[config.mk]
export PLATFORM = sky130hd
export DESIGN_NAME = trace_packet_deframer_core_flat
export DESIGN_NICKNAME = d
export VERILOG_FILES = /design/src/hdl/tpd_pkg.sv /design/src/hdl/tpd_ifs.sv /design/src/hdl/trace_packet_deframer_core.sv /design/src/hdl/tpd_front.sv /design/src/hdl/tpd_job_q.sv /design/src/hdl/tpd_back.sv /design/src/flat_wrapper.sv
export VERILOG_INCLUDE_DIRS = /design/src /design/src/hdl
export SDC_FILE = /design/constraint.sdc
export NUM_CORES = 1
export LEC_CHECK = 0
export BUFFER_PORTS_ARGS = -buffer_cell sky130_fd_sc_hd__buf_2
export CAP_MARGIN = 20
export CORE_MARGIN = 2
export CORE_UTILIZATION = 53
export DETAILED_ROUTE_END_ITERATION = 10
export PLACE_DENSITY_LB_ADDON = 0.3
export RECOVER_POWER = 50
export SYNTH_ARGS = -nofsm -noshare
export SYNTH_HDL_FRONTEND = slang
export SYNTH_SLANG_ARGS = --single-unit
[constraint.sdc]
create_clock -name clk -period 11.25 [get_ports clk]
set_input_delay 0 -clock clk [delete_from_list [all_inputs] [get_ports clk]]
set_output_delay 0 -clock clk [all_outputs]
set_load 0.02 [all_outputs]
[src/hdl/assert_macros.svh]
// Assertion macros for the deframer RTL.
// Included by trace_packet_deframer_core, which checks its own logic; no other dependencies.
`ifndef ASSERT_MACROS_SVH
`define ASSERT_MACROS_SVH
`ifndef SYNTHESIS
`define TPD_ASSERT_IMPLIES(label, clk, rst_n, ante, cons) \
	label: assert property (@(posedge clk) disable iff (!rst_n) (ante) |-> (cons)) \
		else $error("implication check failed");
`define TPD_ASSERT_NEVER(label, clk, rst_n, cond) \
	label: assert property (@(posedge clk) disable iff (!rst_n) !(cond)) \
		else $error("forbidden condition seen");
`else
`define TPD_ASSERT_IMPLIES(label, clk, rst_n, ante, cons)
`define TPD_ASSERT_NEVER(label, clk, rst_n, cond)
`endif
`endif

[src/hdl/tpd_pkg.sv]
// Types and constants of the trace packet deframer.
// No dependencies; used by the core, front end, job queue and back end of the block.
package tpd_pkg;

	// result status codes
	localparam logic [1:0] STATUS_PACKET   = 2'd0;
	localparam logic [1:0] STATUS_UNSYNC   = 2'd1;
	localparam logic [1:0] STATUS_BAD_SIZE = 2'd2;

	// configuration register indexes
	localparam logic [1:0] REG_MAGIC_PLAIN  = 2'd0;
	localparam logic [1:0] REG_MAGIC_CYCLES = 2'd1;
	localparam logic [1:0] REG_CHANNEL_ID   = 2'd2;

	// microseconds to nanoseconds
	localparam logic [9:0] CYCLE_SCALE = 10'd1000;

	// one finished packet or status event waiting for the back end
	typedef struct packed {
		logic [1:0]  status;
		logic [62:0] timestamp_ns;
		logic [31:0] tag_word;
		logic [15:0] line_number;
		logic [3:0]  payload_count;
		logic        bank;
	} job_t;

	// payload store write from the front end
	typedef struct packed {
		logic        en;
		logic        bank;
		logic [3:0]  index;
		logic [31:0] data;
	} store_wr_t;

	// back end hands a payload bank back to the front end
	typedef struct packed {
		logic valid;
		logic bank;
	} bank_free_t;

endpackage

[src/hdl/tpd_ifs.sv]
// Stream interfaces of the trace packet deframer: word input and result output.
// No dependencies.
interface tpd_in_if;
	logic        valid;
	logic        ready;
	logic [31:0] trace_word;
	logic [62:0] arrival_time_ns;

	modport source (output valid, trace_word, arrival_time_ns, input ready);
	modport sink (input valid, trace_word, arrival_time_ns, output ready);
endinterface

interface tpd_out_if;
	logic        valid;
	logic        ready;
	logic [1:0]  status;
	logic [7:0]  channel;
	logic [62:0] timestamp_ns;
	logic [31:0] tag_word;
	logic [15:0] line_number;
	logic [3:0]  payload_count;
	logic [3:0]  word_index;
	logic [31:0] payload_word;
	logic        last;

	modport source (output valid, status, channel, timestamp_ns, tag_word, line_number,
		payload_count, word_index, payload_word, last, input ready);
	modport sink (input valid, status, channel, timestamp_ns, tag_word, line_number,
		payload_count, word_index, payload_word, last, output ready);
endinterface

[src/hdl/trace_packet_deframer_core.sv]
// Trace packet deframer. Accepts one trace word per cycle; the front end frames
// packets and stalls only when its two-entry job queue is full, or when a payload
// word would go into a bank the back end still reads (two banks of MAX_PAYLOAD
// words). The back end emits one result per cycle while the sink is ready: a packet
// of n payload words gives n results, every other event one, each passing through the
// job queue, the payload read stage and the output register. Each result comes from
// an input word, so sustained input rate is one word per cycle while the sink takes
// results. Depends on tpd_pkg, tpd_ifs, assert_macros.svh, tpd_front, tpd_job_q and tpd_back.
`include "assert_macros.svh"
module trace_packet_deframer_core #(
	parameter int MAX_PAYLOAD = 8
) (
	input  logic        clk,
	input  logic        arst_n,
	tpd_in_if.sink      in_ch,
	tpd_out_if.source   out_ch,
	input  logic        cfg_we,
	input  logic [1:0]  cfg_index,
	input  logic [31:0] cfg_wdata
);

	logic [31:0] magic_plain_q;
	logic [31:0] magic_cycles_q;
	logic [7:0]  channel_id_q;

	logic                q_push;
	logic                q_pop;
	logic                q_full;
	logic                q_empty;
	tpd_pkg::job_t       job_in;
	tpd_pkg::job_t       job_out;
	tpd_pkg::store_wr_t  store_wr;
	tpd_pkg::bank_free_t bank_free;

	// configuration registers
	always_ff @(posedge clk or negedge arst_n) begin
		if (!arst_n) begin
			magic_plain_q  <= '0;
			magic_cycles_q <= '0;
			channel_id_q   <= '0;
		end else if (cfg_we) begin
			case (cfg_index)
				tpd_pkg::REG_MAGIC_PLAIN:  magic_plain_q  <= cfg_wdata;
				tpd_pkg::REG_MAGIC_CYCLES: magic_cycles_q <= cfg_wdata;
				tpd_pkg::REG_CHANNEL_ID:   channel_id_q   <= cfg_wdata[7:0];
				default: ;
			endcase
		end
	end

	tpd_front #(.MAX_PAYLOAD(MAX_PAYLOAD)) u_front (
		.clk               (clk),
		.arst_n            (arst_n),
		.in_ch             (in_ch),
		.magic_plain       (magic_plain_q),
		.magic_with_cycles (magic_cycles_q),
		.q_full            (q_full),
		.q_push            (q_push),
		.q_job             (job_in),
		.store_wr          (store_wr),
		.bank_free         (bank_free)
	);

	tpd_job_q u_job_q (
		.clk     (clk),
		.arst_n  (arst_n),
		.push    (q_push),
		.job_in  (job_in),
		.full    (q_full),
		.pop     (q_pop),
		.job_out (job_out),
		.empty   (q_empty)
	);

	tpd_back #(.MAX_PAYLOAD(MAX_PAYLOAD)) u_back (
		.clk        (clk),
		.arst_n     (arst_n),
		.channel_id (channel_id_q),
		.q_empty    (q_empty),
		.q_job      (job_out),
		.q_pop      (q_pop),
		.store_wr   (store_wr),
		.bank_free  (bank_free),
		.out_ch     (out_ch)
	);

	// queue never overruns or underruns
	`TPD_ASSERT_NEVER(a_queue_overflow, clk, arst_n, q_push && q_full)
	`TPD_ASSERT_NEVER(a_queue_underflow, clk, arst_n, q_pop && q_empty)
	// payload results stay inside their packet
	`TPD_ASSERT_IMPLIES(a_index_in_packet, clk, arst_n, out_ch.valid && out_ch.status == tpd_pkg::STATUS_PACKET && out_ch.payload_count != 4'd0, out_ch.word_index < out_ch.payload_count)

endmodule

[src/hdl/tpd_front.sv]
// Front end of the deframer: framing state machine, payload store writes, job creation.
// Depends on tpd_pkg and tpd_in_if.
module tpd_front #(
	parameter int MAX_PAYLOAD = 8
) (
	input  logic                 clk,
	input  logic                 arst_n,
	tpd_in_if.sink               in_ch,
	input  logic [31:0]          magic_plain,
	input  logic [31:0]          magic_with_cycles,
	input  logic                 q_full,
	output logic                 q_push,
	output tpd_pkg::job_t        q_job,
	output tpd_pkg::store_wr_t   store_wr,
	input  tpd_pkg::bank_free_t  bank_free
);

	localparam logic [2:0] PH_IDLE   = 3'd0;
	localparam logic [2:0] PH_CYCLES = 3'd1;
	localparam logic [2:0] PH_HEADER = 3'd2;
	localparam logic [2:0] PH_TAG    = 3'd3;
	localparam logic [2:0] PH_WORDS  = 3'd4;

	logic [2:0]  phase_q, phase_d;
	logic [41:0] cycle_ns_q;
	logic [15:0] line_q;
	logic [3:0]  expected_q;
	logic [31:0] tag_q;
	logic [3:0]  received_q;
	logic        bank_q;
	logic [1:0]  busy_q;

	logic        accept;
	logic [31:0] word;
	logic [62:0] arrival;
	logic [3:0]  hdr_count;
	logic        pl_done;

	// stall while the queue is full or the bank to be filled still drains
	assign in_ch.ready = !q_full && !(phase_q == PH_WORDS && busy_q[bank_q]);
	assign accept      = in_ch.valid && in_ch.ready;
	assign word        = in_ch.trace_word;
	assign arrival     = in_ch.arrival_time_ns;
	assign hdr_count   = word[31:28];
	assign pl_done     = (received_q + 4'd1) == expected_q;

	// classify the word and build the job for the back end
	always_comb begin
		phase_d = phase_q;
		q_push  = 1'b0;
		q_job   = '0;
		q_job.bank = bank_q;
		store_wr = '0;
		store_wr.bank  = bank_q;
		store_wr.index = received_q;
		store_wr.data  = word;
		case (phase_q)
			PH_IDLE: begin
				if (word == magic_plain) begin
					phase_d = PH_HEADER;
				end else if (word == magic_with_cycles) begin
					phase_d = PH_CYCLES;
				end else begin
					q_push             = accept;
					q_job.status       = tpd_pkg::STATUS_UNSYNC;
					q_job.timestamp_ns = arrival;
				end
			end
			PH_CYCLES: begin
				phase_d = PH_HEADER;
			end
			PH_HEADER: begin
				if (hdr_count > 4'(MAX_PAYLOAD)) begin
					phase_d             = PH_IDLE;
					q_push              = accept;
					q_job.status        = tpd_pkg::STATUS_BAD_SIZE;
					q_job.timestamp_ns  = arrival;
					q_job.line_number   = word[15:0];
					q_job.payload_count = hdr_count;
				end else begin
					phase_d = PH_TAG;
				end
			end
			PH_TAG: begin
				if (expected_q == 4'd0) begin
					phase_d            = PH_IDLE;
					q_push             = accept;
					q_job.status       = tpd_pkg::STATUS_PACKET;
					q_job.timestamp_ns = arrival;
					q_job.tag_word     = word;
					q_job.line_number  = line_q;
				end else begin
					phase_d = PH_WORDS;
				end
			end
			PH_WORDS: begin
				store_wr.en = accept;
				if (pl_done) begin
					phase_d             = PH_IDLE;
					q_push              = accept;
					q_job.status        = tpd_pkg::STATUS_PACKET;
					q_job.timestamp_ns  = (cycle_ns_q != '0) ? {21'd0, cycle_ns_q} : arrival;
					q_job.tag_word      = tag_q;
					q_job.line_number   = line_q;
					q_job.payload_count = expected_q;
				end
			end
			default: begin
				phase_d = PH_IDLE;
			end
		endcase
	end

	// advance the framing state
	always_ff @(posedge clk or negedge arst_n) begin
		if (!arst_n) begin
			phase_q    <= PH_IDLE;
			cycle_ns_q <= '0;
			line_q     <= '0;
			expected_q <= '0;
			tag_q      <= '0;
			received_q <= '0;
			bank_q     <= 1'b0;
		end else if (accept) begin
			phase_q <= phase_d;
			case (phase_q)
				PH_IDLE: begin
					received_q <= '0;
				end
				PH_CYCLES: begin
					cycle_ns_q <= 42'(word) * 42'(tpd_pkg::CYCLE_SCALE);
				end
				PH_HEADER: begin
					line_q     <= word[15:0];
					expected_q <= hdr_count;
				end
				PH_TAG: begin
					tag_q      <= word;
					received_q <= '0;
				end
				PH_WORDS: begin
					received_q <= received_q + 4'd1;
					if (pl_done) begin
						bank_q <= !bank_q;
					end
				end
				default: begin
					received_q <= '0;
				end
			endcase
		end
	end

	// track which payload banks the back end still reads
	always_ff @(posedge clk or negedge arst_n) begin
		if (!arst_n) begin
			busy_q <= '0;
		end else begin
			if (bank_free.valid) begin
				busy_q[bank_free.bank] <= 1'b0;
			end
			if (accept && phase_q == PH_WORDS && pl_done) begin
				busy_q[bank_q] <= 1'b1;
			end
		end
	end

endmodule

[src/hdl/tpd_job_q.sv]
// Two-entry job queue between the front and back ends of the deframer.
// Depends on tpd_pkg.
module tpd_job_q (
	input  logic          clk,
	input  logic          arst_n,
	input  logic          push,
	input  tpd_pkg::job_t job_in,
	output logic          full,
	input  logic          pop,
	output tpd_pkg::job_t job_out,
	output logic          empty
);

	tpd_pkg::job_t entry_q [2];
	logic          wr_ptr_q;
	logic          rd_ptr_q;
	logic [1:0]    count_q;

	assign full    = count_q == 2'd2;
	assign empty   = count_q == 2'd0;
	assign job_out = entry_q[rd_ptr_q];

	// hold jobs
	always_ff @(posedge clk) begin
		if (push) begin
			entry_q[wr_ptr_q] <= job_in;
		end
	end

	// advance pointers and fill level
	always_ff @(posedge clk or negedge arst_n) begin
		if (!arst_n) begin
			wr_ptr_q <= 1'b0;
			rd_ptr_q <= 1'b0;
			count_q  <= '0;
		end else begin
			if (push) begin
				wr_ptr_q <= !wr_ptr_q;
			end
			if (pop) begin
				rd_ptr_q <= !rd_ptr_q;
			end
			if (push && !pop) begin
				count_q <= count_q + 2'd1;
			end else if (pop && !push) begin
				count_q <= count_q - 2'd1;
			end
		end
	end

endmodule

[src/hdl/tpd_back.sv]
// Back end of the deframer: payload store and result sequencer with output register.
// Depends on tpd_pkg and tpd_out_if.
module tpd_back #(
	parameter int MAX_PAYLOAD = 8
) (
	input  logic                 clk,
	input  logic                 arst_n,
	input  logic [7:0]           channel_id,
	input  logic                 q_empty,
	input  tpd_pkg::job_t        q_job,
	output logic                 q_pop,
	input  tpd_pkg::store_wr_t   store_wr,
	output tpd_pkg::bank_free_t  bank_free,
	tpd_out_if.source            out_ch
);

	localparam int Depth = 2 * MAX_PAYLOAD;
	localparam int AW    = $clog2(Depth);

	logic [31:0] mem [Depth];

	logic [3:0]    idx_q;
	logic          s1_valid_q;
	tpd_pkg::job_t job_s1;
	logic [3:0]    idx_s1;
	logic          last_s1;
	logic          has_pl_s1;
	logic [31:0]   rd_data_s1;

	logic          out_valid_q;
	logic [1:0]    status_q;
	logic [62:0]   ts_q;
	logic [31:0]   tag_q;
	logic [15:0]   line_q;
	logic [3:0]    count_q;
	logic [3:0]    index_q;
	logic [31:0]   payload_q;
	logic          last_q;

	logic          out_move;
	logic          issue;
	logic          has_pl;
	logic          is_last;
	logic [AW-1:0] wr_addr;
	logic [AW-1:0] rd_addr;

	assign out_move = !out_valid_q || out_ch.ready;
	assign issue    = !q_empty && (!s1_valid_q || out_move);
	assign has_pl   = q_job.status == tpd_pkg::STATUS_PACKET && q_job.payload_count != 4'd0;
	assign is_last  = has_pl ? (idx_q == q_job.payload_count - 4'd1) : 1'b1;
	assign q_pop    = issue && is_last;

	assign bank_free.valid = q_pop && has_pl;
	assign bank_free.bank  = q_job.bank;

	// bank one starts after bank zero
	assign wr_addr = store_wr.bank ? AW'(MAX_PAYLOAD) + AW'(store_wr.index)
		: AW'(store_wr.index);
	assign rd_addr = q_job.bank ? AW'(MAX_PAYLOAD) + AW'(idx_q) : AW'(idx_q);

	// payload store: write from the front, registered read for the sequencer
	always_ff @(posedge clk) begin
		if (store_wr.en) begin
			mem[wr_addr] <= store_wr.data;
		end
		if (issue) begin
			rd_data_s1 <= mem[rd_addr];
			job_s1     <= q_job;
			idx_s1     <= idx_q;
			last_s1    <= is_last;
			has_pl_s1  <= has_pl;
		end
	end

	// step through the words of the head job
	always_ff @(posedge clk or negedge arst_n) begin
		if (!arst_n) begin
			idx_q      <= '0;
			s1_valid_q <= 1'b0;
		end else begin
			if (issue) begin
				idx_q <= is_last ? 4'd0 : idx_q + 4'd1;
			end
			if (issue) begin
				s1_valid_q <= 1'b1;
			end else if (out_move) begin
				s1_valid_q <= 1'b0;
			end
		end
	end

	// output register: hold while the sink stalls
	always_ff @(posedge clk or negedge arst_n) begin
		if (!arst_n) begin
			out_valid_q <= 1'b0;
		end else if (out_move) begin
			out_valid_q <= s1_valid_q;
		end
	end

	always_ff @(posedge clk) begin
		if (out_move && s1_valid_q) begin
			status_q  <= job_s1.status;
			ts_q      <= job_s1.timestamp_ns;
			tag_q     <= job_s1.tag_word;
			line_q    <= job_s1.line_number;
			count_q   <= job_s1.payload_count;
			index_q   <= idx_s1;
			payload_q <= has_pl_s1 ? rd_data_s1 : 32'd0;
			last_q    <= last_s1;
		end
	end

	assign out_ch.valid         = out_valid_q;
	assign out_ch.status        = status_q;
	assign out_ch.channel       = channel_id;
	assign out_ch.timestamp_ns  = ts_q;
	assign out_ch.tag_word      = tag_q;
	assign out_ch.line_number   = line_q;
	assign out_ch.payload_count = count_q;
	assign out_ch.word_index    = index_q;
	assign out_ch.payload_word  = payload_q;
	assign out_ch.last          = last_q;

endmodule
[src/flat_wrapper.sv]
// flat-port wrapper written by rule: the top's interface ports become plain ports
module trace_packet_deframer_core_flat 
#(
	parameter int MAX_PAYLOAD = 8
)
  (clk, arst_n, cfg_we, cfg_index, cfg_wdata, in_ch_valid, in_ch_trace_word, in_ch_arrival_time_ns, in_ch_ready, out_ch_valid, out_ch_status, out_ch_channel, out_ch_timestamp_ns, out_ch_tag_word, out_ch_line_number, out_ch_payload_count, out_ch_word_index, out_ch_payload_word, out_ch_last, out_ch_ready);
  tpd_in_if in_ch_i ();
  tpd_out_if out_ch_i ();
  input  logic clk;
  input  logic arst_n;
  input  logic cfg_we;
  input  logic [1:0] cfg_index;
  input  logic [31:0] cfg_wdata;
  input wire logic [$bits(in_ch_i.valid)-1:0] in_ch_valid;
  input wire logic [$bits(in_ch_i.trace_word)-1:0] in_ch_trace_word;
  input wire logic [$bits(in_ch_i.arrival_time_ns)-1:0] in_ch_arrival_time_ns;
  output wire logic [$bits(in_ch_i.ready)-1:0] in_ch_ready;
  output wire logic [$bits(out_ch_i.valid)-1:0] out_ch_valid;
  output wire logic [$bits(out_ch_i.status)-1:0] out_ch_status;
  output wire logic [$bits(out_ch_i.channel)-1:0] out_ch_channel;
  output wire logic [$bits(out_ch_i.timestamp_ns)-1:0] out_ch_timestamp_ns;
  output wire logic [$bits(out_ch_i.tag_word)-1:0] out_ch_tag_word;
  output wire logic [$bits(out_ch_i.line_number)-1:0] out_ch_line_number;
  output wire logic [$bits(out_ch_i.payload_count)-1:0] out_ch_payload_count;
  output wire logic [$bits(out_ch_i.word_index)-1:0] out_ch_word_index;
  output wire logic [$bits(out_ch_i.payload_word)-1:0] out_ch_payload_word;
  output wire logic [$bits(out_ch_i.last)-1:0] out_ch_last;
  input wire logic [$bits(out_ch_i.ready)-1:0] out_ch_ready;
  assign in_ch_i.valid = in_ch_valid;
  assign in_ch_i.trace_word = in_ch_trace_word;
  assign in_ch_i.arrival_time_ns = in_ch_arrival_time_ns;
  assign in_ch_ready = in_ch_i.ready;
  assign out_ch_valid = out_ch_i.valid;
  assign out_ch_status = out_ch_i.status;
  assign out_ch_channel = out_ch_i.channel;
  assign out_ch_timestamp_ns = out_ch_i.timestamp_ns;
  assign out_ch_tag_word = out_ch_i.tag_word;
  assign out_ch_line_number = out_ch_i.line_number;
  assign out_ch_payload_count = out_ch_i.payload_count;
  assign out_ch_word_index = out_ch_i.word_index;
  assign out_ch_payload_word = out_ch_i.payload_word;
  assign out_ch_last = out_ch_i.last;
  assign out_ch_i.ready = out_ch_ready;
  trace_packet_deframer_core #(.MAX_PAYLOAD(MAX_PAYLOAD)) u_core (.clk(clk), .arst_n(arst_n), .in_ch(in_ch_i), .out_ch(out_ch_i), .cfg_we(cfg_we), .cfg_index(cfg_index), .cfg_wdata(cfg_wdata));
endmodule
==> flow_summary.toml <==
[place]
gp_congestion = 0.885
dp_hpwl_mm = 71.3
portBuffers = 297
place_area_mm2 = 0.0548
dp_cells = 4367

[clock_network]
ctsResizeCount = 0
cts_made_buffers = 117
numClockSinks = 1240
clkSlewWorstSetupHoldPaths_ns = 0.06
cts_tree = "done"
clock_latency_ns = 0.72
cts_setup_buffers = 0
cts_buffer_depth = 3
cts_root_buf = "clkbuf_16"
cts-htree-levels = 3

[cells_and_area]
syn_to_final_growth_pct = 15.5
fin_nets = 3695
fillCellCount = 6926
final_cells = 4725
drive_gt1_share_pct = 20.3
final_area_mm2 = 0.0598

[routing]
route.detailed.drc = 0
vias = 27403
antenna_left = 0
wl_mm = 119
first_pass_iters = 5
post_drt_wl_per_cell_um = 25.1
vias_per_cell = 5.80
drt_iter0_markers = 2722

[floorplan]
dieWidth_um = 317
die-area_mm2 = 0.100
core_mm2 = 0.0967
die_h_um = 317
num_rows = 114
start_util_pct = 53.5
ios = 298

[timing]
hold_violations = 0
slew_viol_final = 905
setup_viol = 0
maxSlewHeadroom_pct = -324
fin_setup_tns_ns = 0
clock_skew_ns = 0.0352
tightest_slew_ns = 6.36
fin_crit_sh_pct = 56.5
clock.fmax_mhz = 157
fin_crit_ns = 6.36
grt_setup_unrepaired = "false"

[global_routing]
grt_max_degree = 106
grtUsageMet1_pct = 33.7
antenna_found_initial = 7
use_met2_pct = 38.7
grt_pass1_vias = 28286
gr-usage-met3_pct = 4.70
top_usage_layer = "met2"
grt_util_all_layers_pct = 24.0
grt_pass1_wl_mm = 178
overflow = 0

[critical_path]
path_cells = "dlygate4sd3_1 -> clkbuf_1 -> inv_1 -> ha_1 -> a21oi_1 -> and2_0 -> clkbuf_1 -> nand2b_1 -> o221a_2 -> nor2b_4 -> buf_4 -> buf_4"
critPathMaxStageDelay_ns = 1.37
endpoint_kind = "flop"
critPathSlowestCell = "clkbuf_1"
critical_path_arrival_ns = 6.68
critPathRequiredTime_ns = 11.56
cp_max_fo = 61
r2r_cells = 3
worstSetupPathType = "primary input to flop"
worstSetupStartpointType = "primary input"

[yosys]
yosysTopAreaCell = "edfxtp_1"
syn-instance-count = 2861
synth_edf_count = 1057
ys_seq_area_share_pct = 70.2
synthArstFlopShare_pct = 14.8
synth_nets = 3208
synth_area_leaders = "edfxtp_1 (61%), dfrtp_1 (8.8%), mux4_2 (7.0%)"
yosys_warnings = 0
netlist_area_mm2 = 0.0518
synth.distinct_cells = 74
ys.flop_type = "edfxtp_1"
synth_top_cell_area_share_pct = 61.3
yosys_register_bits = 1240
synth_area_per_cell_um2 = 18.1

[power]
p_leak_nw = 21.5
powerDensity_mw_per_mm2 = 229
ir_drop_v = 0.000163

[status]
outcome = "complete, but fails checks"
violations = "max-capacitance violations, max-slew violations"

[worst_hold_path]
hold_depth = 3
hold_class = "primary input to flop"

[run]
maxCapViolCount = 23
-- synthesized netlist by cell type, types with 17 or more instances --
library cell     n
edfxtp_1      1057
mux2_2         189
dfrtp_1        183
inv_1          180
mux4_2         160
nand2_1        122
fa_1           118
o21ai_0        101
ha_1            95
a22o_1          89
and2_1          62
xnor2_1         61
clkbuf_1        60
xor2_1          56
buf_2           40
a21oi_1         39
nor2_1          35
nor4_1          22
nand4_1         19
a21o_1          17
-- what timing repair did --
action                                 CTS  global route
setup endpoints to repair                0             0
hold buffers                           134             0
endpoints found under the hold margin  843             0
-- report_power, final --
| group | switching, mW | internal, mW | total (mW) | leakage (nW) |
|---|---|---|---|---|
| logic | 2.13 | 1.22 | 3.35 | 7.37 |
| registers | 0.295 | 6.08 | 6.38 | 12.2 |
| clock network | 1.67 | 2.29 | 3.96 | 1.89 |
| total | 4.10 | 9.60 | 13.7 | 21.5 |
-- metal layers --
metal / vias up / routed length, um
li1: 11871 / -
met1: 14198 / 49000
met2: 1148 / 57600
met3: 184 / 9330
met4: 2 / 2670
met5: - / 13
-- final timing paths --
| kind | from | end | slack, ns |
|---|---|---|---|
| worst max register to register | u_core.u_back.out_ch.valid | u_core.u_back.out_ch.tag_word[30] | 5.00 |
| worst min register to register | u_core.u_back.job_s1[23] | u_core.u_back.out_ch.tag_word[2] | 0.41 |
| min in group asynchronous | arst_n | u_core.u_front.cycle_ns_q[9] | 2.27 |
| max in group asynchronous | arst_n | u_core.magic_plain_q[10] | 5.44 |
| worst min-delay path | cfg_wdata[24] | u_core.magic_plain_q[24] | 0.07 |
| worst max-delay path | in_ch_trace_word[29] | u_core.u_job_q.entry_q[0][51] | 4.89 |
-- placed cells by master, fill, tap and decap left out, types with 14 or more instances in the layout --
cell type         n
a22o_1           89
o21ai_0         101
clkbuf_1        235
edfxtp_1       1057
dlygate4sd3_1   134
fa_1            118
a21o_1           17
nor2_2           16
buf_4            30
clkbuf_16       119
ha_1             95
xnor2_1          60
xor2_1           56
nand4_1          19
clkinv_1         18
dfrtp_1         183
mux2_2          181
nand3_1          14
inv_1           179
and2_1           33
nor4_1           22
nor2_1           19
clkinv_2         18
nand2_1         122
mux4_2          160
buf_2           106
and2_0           27
a21oi_1          39
-- sequential cells by signal (all words and copies together) (netlist names), 8 cells and up --
register and flops:
u_core.u_back.out_ch.payload_word 32, u_core.u_back.out_ch.line_number 16, u_core.magic_cycles_q 32, u_core.u_back.out_ch.timestamp_ns 63, u_core.u_front.line_q 16, u_core.u_back.job_s1 117, u_core.u_back.rd_data_s1 32, u_core.u_front.tag_q 32
u_core.u_front.cycle_ns_q 39, u_core.magic_plain_q 32, u_core.u_back.out_ch.tag_word 32, u_core.u_back.mem 512, u_core.channel_id_q 8, u_core.u_job_q.entry_q 236
-- worst max-delay path, delay by kind of cell --
family | cells | cell delay (ns)
fa+ha+maj | 1 | 0.44
compound gates | 2 | 0.59
simple gates | 3 | 0.66
buf+inv | 6 | 4.81
-- metrics by stage --
stage | worst slack [ns] | hold WS [ns] | utilization, % | total power [mW]
finish | 4.89 | 0.0687 | 61.8 | 13.7
global route | 4.15 | 0.0776 | 61.8 | 14.4
CTS | 6.26 | 0.0320 | 62.1 | 13.8
detailed placement | 6.15 | 0.212 | 56.7 | 9.82
global placement | 6.23 | 0.196 | 56.6 | 9.73
floorplan | 3.41 | -0.296 | - | 8.79
-- final cells by class --
type	instances	area (um2)	share of cell area (%)
Antenna cell	3	7.51	0.0126
Inverter	180	677	1.13
Tap cell	1276	1600	2.67
Timing Repair Buffer	482	3010	5.03
Sequential cell	1240	36300	60.7
Clock inverter	57	623	1.04
Clock buffer	160	3250	5.44
Multi-Input combinational cell	1327	14300	23.9
-- cells by family (layout without fill, tap and decap cells) --
family	after synthesis	after routing	share of synthesized area, %
DFF	1240	1240	70.2
muxes	358	358	11.2
and+or+nand+nor	327	327	3.17
AOI/OAI and AO/OA	312	312	4.27
buffers and inverters	294	879	2.30
adders and majority gates	213	213	6.86
xor gates and xnor gates	117	117	1.98
other	0	3	0
Power figures use the tool's default switching activity.
